--- src/hdl/slrg_pkg.sv ---
// Shared types, constants and controller codes for the shuffled Lehmer generator.
// Depends on nothing; every other file of the block imports it.
`default_nettype none

package slrg_pkg;

  // Lehmer generator constants
  localparam logic [14:0] LEH_A    = 15'd16807;
  localparam logic [30:0] LEH_M    = 31'h7FFF_FFFF;
  localparam logic [23:0] FRAC_CAP = 24'd16777214;

  // Default depth of the shuffle table
  localparam int TABLE_SIZE_DEF = 32;

  // Request item
  typedef struct packed {
    logic               cmd;
    logic signed [31:0] seed_value;
  } slrg_req_t;

  // Response item
  typedef struct packed {
    logic [30:0] random_int;
    logic [23:0] random_fraction;
    logic [30:0] state_now;
    logic        did_warmup;
  } slrg_rsp_t;

  // Controller states
  typedef enum logic [2:0] {
    ST_IDLE,
    ST_WMUL,
    ST_WRED,
    ST_DMUL,
    ST_DRED,
    ST_SLOT,
    ST_OUT
  } slrg_state_t;

  // Commands from controller to datapath
  typedef struct packed {
    logic start;      // take request item, pick working state
    logic step_mul;   // multiply working state by 16807
    logic warm_red;   // reduce product, fill a table entry
    logic div_load;   // register slot index from last output
    logic draw_red;   // reduce product, update Lehmer state
    logic tbl_read;   // read table entry at slot
    logic finish;     // rewrite slot, load response register
  } slrg_cmd_t;

  // Status from datapath to controller
  typedef struct packed {
    logic start_warm; // the request item needs a table refill
    logic cnt_zero;   // last warm-up step
    logic out_free;   // response register can take an item
  } slrg_status_t;

endpackage

`default_nettype wire

--- src/hdl/slrg_ctrl.sv ---
// Controller state machine for the shuffled Lehmer generator.
// Depends on slrg_pkg; drives slrg_datapath through command and status structs.
`default_nettype none

module slrg_ctrl
  import slrg_pkg::*;
(
  input  wire logic         clk,
  input  wire logic         rst,
  input  wire logic         req_valid,
  output logic              req_stall,
  input  wire slrg_status_t status,
  output slrg_cmd_t         cmd
);

  slrg_state_t state;
  slrg_state_t state_next;

  // State register
  always_ff @(posedge clk) begin
    if (rst) begin
      state <= ST_IDLE;
    end else begin
      state <= state_next;
    end
  end

  // Next state and commands
  always_comb begin
    state_next = state;
    cmd        = '0;
    case (state)
      ST_IDLE: begin
        if (req_valid) begin
          cmd.start  = 1'b1;
          state_next = status.start_warm ? ST_WMUL : ST_DMUL;
        end
      end
      ST_WMUL: begin
        cmd.step_mul = 1'b1;
        state_next   = ST_WRED;
      end
      ST_WRED: begin
        cmd.warm_red = 1'b1;
        state_next   = status.cnt_zero ? ST_DMUL : ST_WMUL;
      end
      ST_DMUL: begin
        cmd.step_mul = 1'b1;
        cmd.div_load = 1'b1;
        state_next   = ST_DRED;
      end
      ST_DRED: begin
        cmd.draw_red = 1'b1;
        state_next   = ST_SLOT;
      end
      ST_SLOT: begin
        cmd.tbl_read = 1'b1;
        state_next   = ST_OUT;
      end
      ST_OUT: begin
        if (status.out_free) begin
          cmd.finish = 1'b1;
          state_next = ST_IDLE;
        end
      end
      default: state_next = ST_IDLE;
    endcase
  end

  // One item in flight at a time
  assign req_stall = (state != ST_IDLE);

endmodule

`default_nettype wire

--- src/hdl/slrg_datapath.sv ---
// Datapath: Lehmer step unit, slot index unit, shuffle table and response register.
// Depends on slrg_pkg; sequenced by slrg_ctrl.
`default_nettype none

module slrg_datapath
  import slrg_pkg::*;
#(
  parameter int TABLE_SIZE = TABLE_SIZE_DEF
) (
  input  wire logic      clk,
  input  wire logic      rst,
  input  wire slrg_req_t req,
  input  wire slrg_cmd_t cmd,
  output slrg_status_t   status,
  output slrg_rsp_t      rsp,
  output logic           rsp_valid,
  input  wire logic      rsp_stall
);

  localparam int IW  = $clog2(TABLE_SIZE);
  localparam int CW  = $clog2(TABLE_SIZE + 8);
  localparam longint SLOT_DIV = 1 + (longint'(LEH_M) - 1) / TABLE_SIZE;

  logic [30:0]        lehmer_state;
  logic [30:0]        last_output;
  logic [31:0]        s;
  logic [46:0]        prod;
  logic [CW-1:0]      cnt;
  logic               warm_q;
  logic [IW-1:0]      slot;
  logic [IW-1:0]      slot_q;
  logic [30:0]        rd_data;
  logic [30:0]        tbl [TABLE_SIZE];

  logic signed [31:0] s_sel;
  logic [31:0]        s_neg;
  logic [31:0]        s_load;
  logic               start_warm;
  logic [31:0]        sum;
  logic [30:0]        red;
  logic [IW-1:0]      slot_calc;
  logic [23:0]        frac_a;
  logic [31:0]        frac_ab;
  logic [24:0]        frac_raw;
  logic [23:0]        frac;

  // Working state for the request item; refill when not positive or table empty
  assign s_sel      = req.cmd ? req.seed_value : $signed({1'b0, lehmer_state});
  assign s_neg      = ~s_sel + 32'd1;
  assign start_warm = (s_sel <= 32'sd0) || (last_output == '0);
  assign s_load     = start_warm ? (s_sel[31] ? s_neg : 32'd1) : $unsigned(s_sel);

  // Reduction mod 2^31-1: fold high bits onto low, one conditional subtract
  assign sum = {16'd0, prod[46:31]} + {1'b0, prod[30:0]};
  assign red = (sum >= {1'b0, LEH_M}) ? 31'(sum - {1'b0, LEH_M}) : sum[30:0];

  // Slot: highest k with last output >= k * SLOT_DIV, so never past the table end
  always_comb begin
    slot_calc = '0;
    for (int k = 1; k < TABLE_SIZE; k++) begin
      if ({1'b0, last_output} >= 32'(longint'(k) * SLOT_DIV)) begin
        slot_calc = IW'(k);
      end
    end
  end

  // Fraction floor(x*2^24 / (2^31-1)) = (x>>7) + carry of the folded remainder
  assign frac_a   = rd_data[30:7];
  assign frac_ab  = {8'd0, frac_a} + {1'b0, rd_data[6:0], 24'd0};
  assign frac_raw = {1'b0, frac_a} + {24'd0, (frac_ab >= {1'b0, LEH_M})};
  assign frac     = (frac_raw > {1'b0, FRAC_CAP}) ? FRAC_CAP : frac_raw[23:0];

  // Generator state
  always_ff @(posedge clk) begin
    if (rst) begin
      lehmer_state <= '0;
      last_output  <= '0;
    end else begin
      if (cmd.draw_red) begin
        lehmer_state <= red;
      end
      if (cmd.warm_red && cnt == '0) begin
        last_output <= red;
      end else if (cmd.finish) begin
        last_output <= rd_data;
      end
    end
  end

  // Working state, product and warm-up count
  always_ff @(posedge clk) begin
    if (cmd.start) begin
      s      <= s_load;
      warm_q <= start_warm;
      cnt    <= CW'(TABLE_SIZE + 7);
    end else if (cmd.warm_red || cmd.draw_red) begin
      s <= {1'b0, red};
    end
    if (cmd.warm_red) begin
      cnt <= cnt - CW'(1);
    end
    if (cmd.step_mul) begin
      prod <= {15'd0, s} * {32'd0, LEH_A};
    end
  end

  // Slot index register, taken from the previous output
  always_ff @(posedge clk) begin
    if (cmd.div_load) begin
      slot <= slot_calc;
    end
  end

  // Shuffle table: one write port, one registered read port
  always_ff @(posedge clk) begin
    if (cmd.warm_red && cnt < CW'(TABLE_SIZE)) begin
      tbl[cnt[IW-1:0]] <= red;
    end else if (cmd.finish) begin
      tbl[slot_q] <= s[30:0];
    end
    if (cmd.tbl_read) begin
      rd_data <= tbl[slot];
      slot_q  <= slot;
    end
  end

  // Response register
  always_ff @(posedge clk) begin
    if (rst) begin
      rsp_valid <= 1'b0;
    end else if (cmd.finish) begin
      rsp_valid <= 1'b1;
    end else if (!rsp_stall) begin
      rsp_valid <= 1'b0;
    end
  end

  always_ff @(posedge clk) begin
    if (cmd.finish) begin
      rsp.random_int      <= rd_data;
      rsp.random_fraction <= frac;
      rsp.state_now       <= lehmer_state;
      rsp.did_warmup      <= warm_q;
    end
  end

  // Status to the controller
  assign status.start_warm = start_warm;
  assign status.cnt_zero   = (cnt == '0);
  assign status.out_free   = !rsp_valid || !rsp_stall;

endmodule

`default_nettype wire

--- src/hdl/shuffled_lehmer_random_generator.sv ---
// Top level of the shuffled Lehmer random generator (minimal standard with shuffle).
// Depends on slrg_pkg, slrg_ctrl and slrg_datapath.
//
//   channel  handshake            payload      direction
//   req      req_valid/req_stall  slrg_req_t   in   (cmd, seed_value)
//   rsp      rsp_valid/rsp_stall  slrg_rsp_t   out  (random_int, fraction, state, warm-up)
//
// A draw runs multiply, fold, table read and response load, then returns to the
// idle state that takes the next item.
// A table refill first runs warm-up Lehmer steps, each a multiply then a fold.
// Reset (rst, synchronous) marks the generator unseeded; the table itself is not cleared.
// A new item is taken while a response still waits; a stalled response holds the
// datapath in its last state only when the next response is ready.
`default_nettype none

module shuffled_lehmer_random_generator
  import slrg_pkg::*;
#(
  parameter int TABLE_SIZE = TABLE_SIZE_DEF
) (
  input  wire logic      clk,
  input  wire logic      rst,
  input  wire logic      req_valid,
  output logic           req_stall,
  input  wire slrg_req_t req,
  output logic           rsp_valid,
  input  wire logic      rsp_stall,
  output slrg_rsp_t      rsp
);

  slrg_cmd_t    cmd;
  slrg_status_t status;

  slrg_ctrl u_ctrl (
    .clk       (clk),
    .rst       (rst),
    .req_valid (req_valid),
    .req_stall (req_stall),
    .status    (status),
    .cmd       (cmd)
  );

  slrg_datapath #(
    .TABLE_SIZE (TABLE_SIZE)
  ) u_datapath (
    .clk       (clk),
    .rst       (rst),
    .req       (req),
    .cmd       (cmd),
    .status    (status),
    .rsp       (rsp),
    .rsp_valid (rsp_valid),
    .rsp_stall (rsp_stall)
  );

  // Once an item is taken, req_stall must rise
  a_busy_after_accept: assert property (@(posedge clk) disable iff (rst)
    (req_valid && !req_stall) |=> req_stall)
    else $error("request taken while an item is in progress");

  // A new response appears only at the end of an item's work
  a_rsp_from_busy: assert property (@(posedge clk) disable iff (rst)
    $rose(rsp_valid) |-> $past(req_stall))
    else $error("response raised without an item in progress");

  // A new response's fraction does not exceed the cap
  a_frac_cap: assert property (@(posedge clk) disable iff (rst)
    $rose(rsp_valid) |-> (rsp.random_fraction <= FRAC_CAP))
    else $error("fraction above cap");

endmodule

`default_nettype wire
--- config.mk ---
export PLATFORM = sky130hd
export DESIGN_NAME = shuffled_lehmer_random_generator
export DESIGN_NICKNAME = d
export VERILOG_FILES = /design/src/hdl/slrg_pkg.sv /design/src/hdl/slrg_ctrl.sv /design/src/hdl/slrg_datapath.sv /design/src/hdl/shuffled_lehmer_random_generator.sv
export SDC_FILE = /design/constraint.sdc
export NUM_CORES = 2
export LEC_CHECK = 0
export ABC_AREA = 1
export CAP_MARGIN = 15
export CORE_ASPECT_RATIO = 1.5
export CORE_UTILIZATION = 50
export CTS_CLUSTER_DIAMETER = 100
export DETAILED_ROUTE_END_ITERATION = 16
export DONT_BUFFER_PORTS = 1
export PLACE_DENSITY = 0.68
export SYNTH_ARGS = -nofsm -noshare
export SYNTH_HDL_FRONTEND = slang
export SYNTH_SLANG_ARGS = --single-unit
--- constraint.sdc ---
create_clock -name clk -period 8 [get_ports clk]
set_input_delay 0.8 -clock clk [delete_from_list [all_inputs] [get_ports clk]]
set_output_delay 0.8 -clock clk [all_outputs]
set_load 0.005 [all_outputs]
Word level (Yosys, flattened, before mapping)
Memories as Yosys holds them, arrays and structs flattened. A register that Yosys moved wholly into a read port is not among the register bits.
Cells that the tools add are included.
{"block": "word_totals", "romBits": 0, "ramBits": 992, "input_bits": 37, "memories": 1, "ff_bits": 249, "out_inout_bits": 89, "latch_bits": 0, "elab_cells": 157}
{"name": "u_datapath.tbl", "depth": 32, "word_bits": 31, "read_ports": 1, "rd_clocked_by_memory_dff": 1, "wr": 1, "line_no": "slrg_datapath.sv:33", "rtl": "logic [30:0] tbl [TABLE_SIZE];"}
{"block": "classes", "multipliers": 1, "bitwise": 1, "addsub": 6, "reduce_logical": 21, "shifts": 0, "eq_ne": 9, "magnitude_cmp": 36, "n_mux": 64, "div": 0}
{"op": ">= comparator 31 bit, second input constant", "n": 16}
{"op": ">= comparator 31 x 30 -> 1 bit, second input constant", "n": 8}
{"op": "two-way mux 32 bit", "n": 5}
{"op": ">= comparator 31 x 29 -> 1 bit, second input constant", "n": 4}
{"op": "two-way mux 31 bit", "n": 4}
{"op": ">= comparator 32 x 31 -> 1 bit, second input constant", "n": 2}
{"op": "two-way mux 4 bit", "n": 16}
{"op": ">= comparator 31 x 28 -> 1 bit, second input constant", "n": 2}
{"op": "multiplier 32 x 15 -> 47 bit, second input constant", "n": 1}
{"op": "adder 16 x 31 -> 32 bit", "n": 1}
{"op": "adder 24 x 31 -> 32 bit", "n": 1}
{"op": "adder 32 x 1 -> 32 bit, second input constant", "n": 1}
{"op": "<= comparator 32 x 1 -> 1 bit, second input constant", "n": 1}
{"op": "NOT 32 bit", "n": 1}
{"op": ">= comparator 31 x 27 -> 1 bit, second input constant", "n": 1}
{"op": "zero test 31 bit", "n": 1}
{"op": "OR reduction 31 bit", "n": 1}
{"op": "subtractor 31 bit, second input constant", "n": 1}
{"op": "two-way mux 3 bit", "n": 10}
{"op": "adder 24 x 1 -> 25 bit", "n": 1}
{"op": "greater-than comparator 25 x 24 -> 1 bit, second input constant", "n": 1}
{"op": "case mux 3 bit (7 select lines)", "n": 1}
{"op": "two-way mux 1 bit", "n": 19}
{"op": "OR reduction 16 bit", "n": 1}
{"op": "21 further kinds", "n": 38}

Depth between registers and ports, before layout
{"block": "logic_depth", "ltp_word": 31, "depth_mapped": 24, "ltp_nobuf": 24}

Cells and area by module
A second synthesis with hierarchy kept.
{"block": "unflattened", "hier_cells": 5407, "area_unflattened_um2": 61059.8}
{"module": "slrg_datapath", "cells_each": 5372, "area_per_inst_um2": 60843.4, "instances": 1, "seq_area_each_um2": 37475.9}
{"module": "slrg_ctrl", "cells_each": 35, "area_per_inst_um2": 216.5, "instances": 1, "seq_area_each_um2": 60.1}

Worst setup path before layout
Ideal clock, no wire load.
{"block": "synth_timing", "path_kind": "register to register", "start": "reg u_ctrl.state[0]", "end": "mem u_datapath.tbl[0][30] (data pin)", "required_ns": 7.546, "slack_ns": 0.579, "path_stages_with_launch": 9, "setup_time_ns": 0.454, "period_less_slack_ns": 7.421, "arrival_time_ns": 6.967, "path_cell_list": "dfxtp_1 inv_1 nor3_1 nor4_1 nand2_1 inv_1 clkbuf_1 clkbuf_1 o21ai_0"}
{"element": "start, declared", "line_no": "slrg_ctrl.sv:16", "rtl": "slrg_state_t state;"}
{"element": "start signal, assigned", "line_no": "slrg_ctrl.sv:24", "rtl": "state <= state_next;"}
{"element": "end, declared", "line_no": "slrg_datapath.sv:33"}

Worst setup path in the final report
{"block": "layout_timing", "start": "reg u_datapath.s[12]", "end": "reg u_datapath.prod[25] (data pin)"}
{"block": "layout_via", "elab_chain_cells": 1}
{"element": "start, declared", "line_no": "slrg_datapath.sv:26", "rtl": "logic [31:0] s;"}
{"element": "start signal, assigned", "line_no": "slrg_datapath.sv:93", "rtl": "s <= s_load;"}
{"element": "start signal, assigned", "line_no": "slrg_datapath.sv:97", "rtl": "s <= {1'b0, red};"}
{"element": "multiplier 32 x 15 -> 47 bit", "line_no": "slrg_datapath.sv:103", "rtl": "prod <= {15'd0, s} * {32'd0, LEH_A};"}
{"element": "end signal, assigned", "line_no": "slrg_datapath.sv:103"}
{"element": "end, declared", "line_no": "slrg_datapath.sv:27", "rtl": "logic [46:0] prod;"}
No other way between the ends.
A chain may end at the register's enable or synchronous reset.

==> results.sh <==
export IMPL_cts_root_buf="clkbuf_16"
export IMPL_cts_tree="done"
export IMPL_clkTransAtPathRegs_ps=70
export IMPL_crit_type="flip-flop to flip-flop"
export IMPL_cts_resized=0
export IMPL_relSlewSlack_pct=3.79
export IMPL_rows=156
export IMPL_status="complete, no violations"
export IMPL_portBuffers=0
export IMPL_synth_area_sq_um=61000
export IMPL_synthCells=5407
export IMPL_via_per_inst=6.12
export IMPL_rrSetupSlack_ps=1890
export IMPL_hold_buffers=0
export IMPL_setup_viol=0
export IMPL_numCtsBuffers=113
export IMPL_fill_cells=10041
export IMPL_yosysUniqueCellTypes=56
export IMPL_nNetsFinal=5740
export IMPL_htreeDepth=3
export IMPL_ant_nets=0
export IMPL_drv_slew=0
export IMPL_final_cell_mix="edfxtp_1 (1206), nor2_1 (784), o21ai_0 (664)"
export IMPL_coreArea_sq_um=121000
export IMPL_slowest_delay_ps=550
export IMPL_die_width_um=287
export IMPL_ios=126
export IMPL_areaGrowthSynthToFinish_pct=9.41
export IMPL_timing_critical_path_depth=24
export IMPL_place_detailed_hpwl_um=124000
export IMPL_rr_endpoint="u_datapath.prod[25]"
export IMPL_drtPass1Iterations=6
export IMPL_slowest_stage="edfxtp_1"
export IMPL_r2r_start="u_datapath.s[12]"
export IMPL_critPathLaunchType="flip-flop"
export IMPL_antenna_found_initial=8
export IMPL_synthesis_nets=5796
export IMPL_worst_hold_slack_ps=124
export IMPL_cp_common_cell="inv_1"
export IMPL_crit_family="adder cells"
export IMPL_worstSetupEndpointType="flip-flop"
export IMPL_final_layout_size_suffix_gt1_share_pct=7.21
export IMPL_tightest_slew_ps=1440
export IMPL_r2r_cells=24
export IMPL_hold_viol_final=0
export IMPL_die_area_sq_um=124000
export IMPL_grt_max_degree=191
export IMPL_clockBufferDepth=3
export IMPL_syn_area_per_cell_sq_um=11.3
export IMPL_die_y_um=430
export IMPL_routed_wl_um=193000
export IMPL_grt_pass1_wl_um=276000
export IMPL_finalCritPeriodShare_pct=76.4
export IMPL_gp_congestion=0.998
export IMPL_worstHoldPathCells=1
export IMPL_drt_initial_drc_count=4428
export IMPL_hp_class="input pin to flip-flop"
export IMPL_grt_pass1_vias=42007
export IMPL_crit_buf_inv=6
export IMPL_initial_core_util_pct=50.5
export IMPL_whs_endpoint="u_datapath.last_output[1]"
export IMPL_layout_cells_most_common="edfxtp_1"
export IMPL_clkLatencyLatePin_ps=760
export IMPL_wl_per_cell_um=27.4
export IMPL_grt_usage_pct=31.0
export IMPL_synth_main_ff_cell="edfxtp_1"
export IMPL_synth_area_leaders="edfxtp_1 (59%), o21ai_0 (5.6%), nor2_1 (5.0%)"
export IMPL_fmax_mhz=164
export IMPL_period_needed_ps=6110
export IMPL_rsz0062_at_grt="no"
export IMPL_synthArstFlopShare_pct=0
export IMPL_hp_start="rst"
export IMPL_synth_top_area_share_pct=59.3
export IMPL_path_cells="inv_1 > fa_1 > inv_1 > ha_1 > fa_1 > ha_1 > inv_1 > fa_1 > inv_1 > fa_1 > ha_1 > nand2_1 > nor2_1 > inv_1 > o21bai_1 > a21oi_1 > o21ai_0 > a21boi_0 > o21ai_0 > nand2_1 > inv_1 > nor2_1 > nand2_1 > nand2_1"
export IMPL_worst_ep_required_time_ps=8510
export IMPL_fin_tns_setup_ps=0
export IMPL_clock_sinks=1272
export IMPL_synth_top_cell_by_area="edfxtp_1"
export IMPL_worstPathMaxFanout=7
export IMPL_cp_data_arrival_time_ps=6620
export IMPL_gr_total_overflow=0
export IMPL_drc=0
export IMPL_yosysSeqAreaShare_pct=61.5
export IMPL_finalClockSkew_ps=35.3
export IMPL_synth_enable_flop_cells=1206
export IMPL_cap_viol_max_count=0
export IMPL_vias=42994
export IMPL_ys_ff_latch=1272
export IMPL_yosysWarnings=0
export IMPL_cts_setup_buffers=0
[final cells by class]
type / instances / area, sq um / area share (%)
antenna: 2 / 5.00 / 0.00749
clock buffer: 154 / 3050 / 4.56
clock inverter: 57 / 472 / 0.706
inverter: 467 / 1770 / 2.65
multi-input combinational: 3397 / 21100 / 31.6
sequential: 1272 / 37500 / 56.2
tap: 1580 / 1980 / 2.96
timing repair buffer: 100 / 908 / 1.36
[worst max-delay path by stage]
stage | from | slack, ps | to
floorplan | u_ctrl.state[0] | 580 | u_datapath.tbl[0][30]
global placement | u_datapath.s[9] | 1860 | u_datapath.prod[25]
detailed placement | u_datapath.s[10] | 1900 | u_datapath.prod[25]
CTS | u_datapath.s[12] | 1910 | u_datapath.prod[25]
global route | u_datapath.s[9] | 1610 | u_datapath.prod[25]
finish | u_datapath.s[12] | 1890 | u_datapath.prod[25]
[logic make-up (layout without fill, tap and decap cells)]
family | Yosys count | count (layout) | synth area share, %
other | 0 | 2 | 0
DFF | 1272 | 1272 | 61.5
buffers and inverters | 738 | 778 | 4.60
muxes | 7 | 7 | 0.115
xor gates and xnor gates | 95 | 95 | 1.39
and+or+nand+nor | 1752 | 1752 | 11.9
AOI/OAI and AO/OA | 1191 | 1191 | 11.6
adders and majority gates | 352 | 352 | 8.92
[flip-flops by register name, summed over array words and instances (netlist names)]
register / flops
u_datapath.rsp_valid: 1
u_datapath.s: 32
u_datapath.rsp: 87
u_datapath.warm_q: 1
u_ctrl.state: 3
u_datapath.last_output: 31
u_datapath.rd_data: 31
u_datapath.slot_q: 5
u_datapath.cnt: 6
u_datapath.tbl: 992
u_datapath.slot: 5
u_datapath.prod: 47
u_datapath.lehmer_state: 31
[per-layer routing]
| layer | part of all wire (%) | global-route usage (%) | vias up |
|---|---|---|---|
| met3 | 7.2 | 4.90 | 608 |
| met4 | 8.2 | 22.3 | 10 |
| met1 | 34 | 34.6 | 21187 |
| li1 | - | - | 19134 |
| met5 | 0.036 | 0 | - |
| met2 | 50 | 53.5 | 2055 |
[synthesized netlist by cell type (2+ instances only)]
master,n
a211oi_1,4
ha_1,213
o211ai_1,9
inv_1,454
mux2i_1,7
clkbuf_1,250
o22ai_1,80
nand3_1,205
nor2_2,4
xor2_2,2
xor2_1,67
o2111ai_1,2
nor3_2,2
nand2_2,8
a21oi_1,99
nor3_1,40
o21ai_1,6
o221ai_1,184
buf_2,4
edfxtp_1,1206
nand4_1,44
or2_2,22
inv_2,7
o21ai_2,13
a21o_1,4
and3_1,2
a31oi_1,43
xnor2_1,26
nor4_1,16
o21bai_1,18
fa_1,139
dfxtp_1,66
nand3b_1,6
buf_6,2
buf_1,13
clkinv_1,6
o32ai_1,3
o21a_1,7
nand2_1,574
nor2_1,817
o21ai_0,689
nand3_2,4
a32oi_1,26
nand2_4,2
[through the flow]
| step | setup slack [ps] | util, % | std cells | cell area, sq um |
|---|---|---|---|---|
| floorplan | 579 | - | 5407 | 61000 |
| global placement | 1860 | 52.3 | 6809 | 63100 |
| detailed placement | 1900 | 52.3 | 6810 | 63200 |
| CTS | 1910 | 55.2 | 7021 | 66700 |
| global route | 1610 | 55.3 | 7027 | 66800 |
| finish | 1890 | 55.3 | 7029 | 66800 |
Power is not shown: default switching activity piles up to over one toggle a cycle in this logic, so the estimate is an artifact.
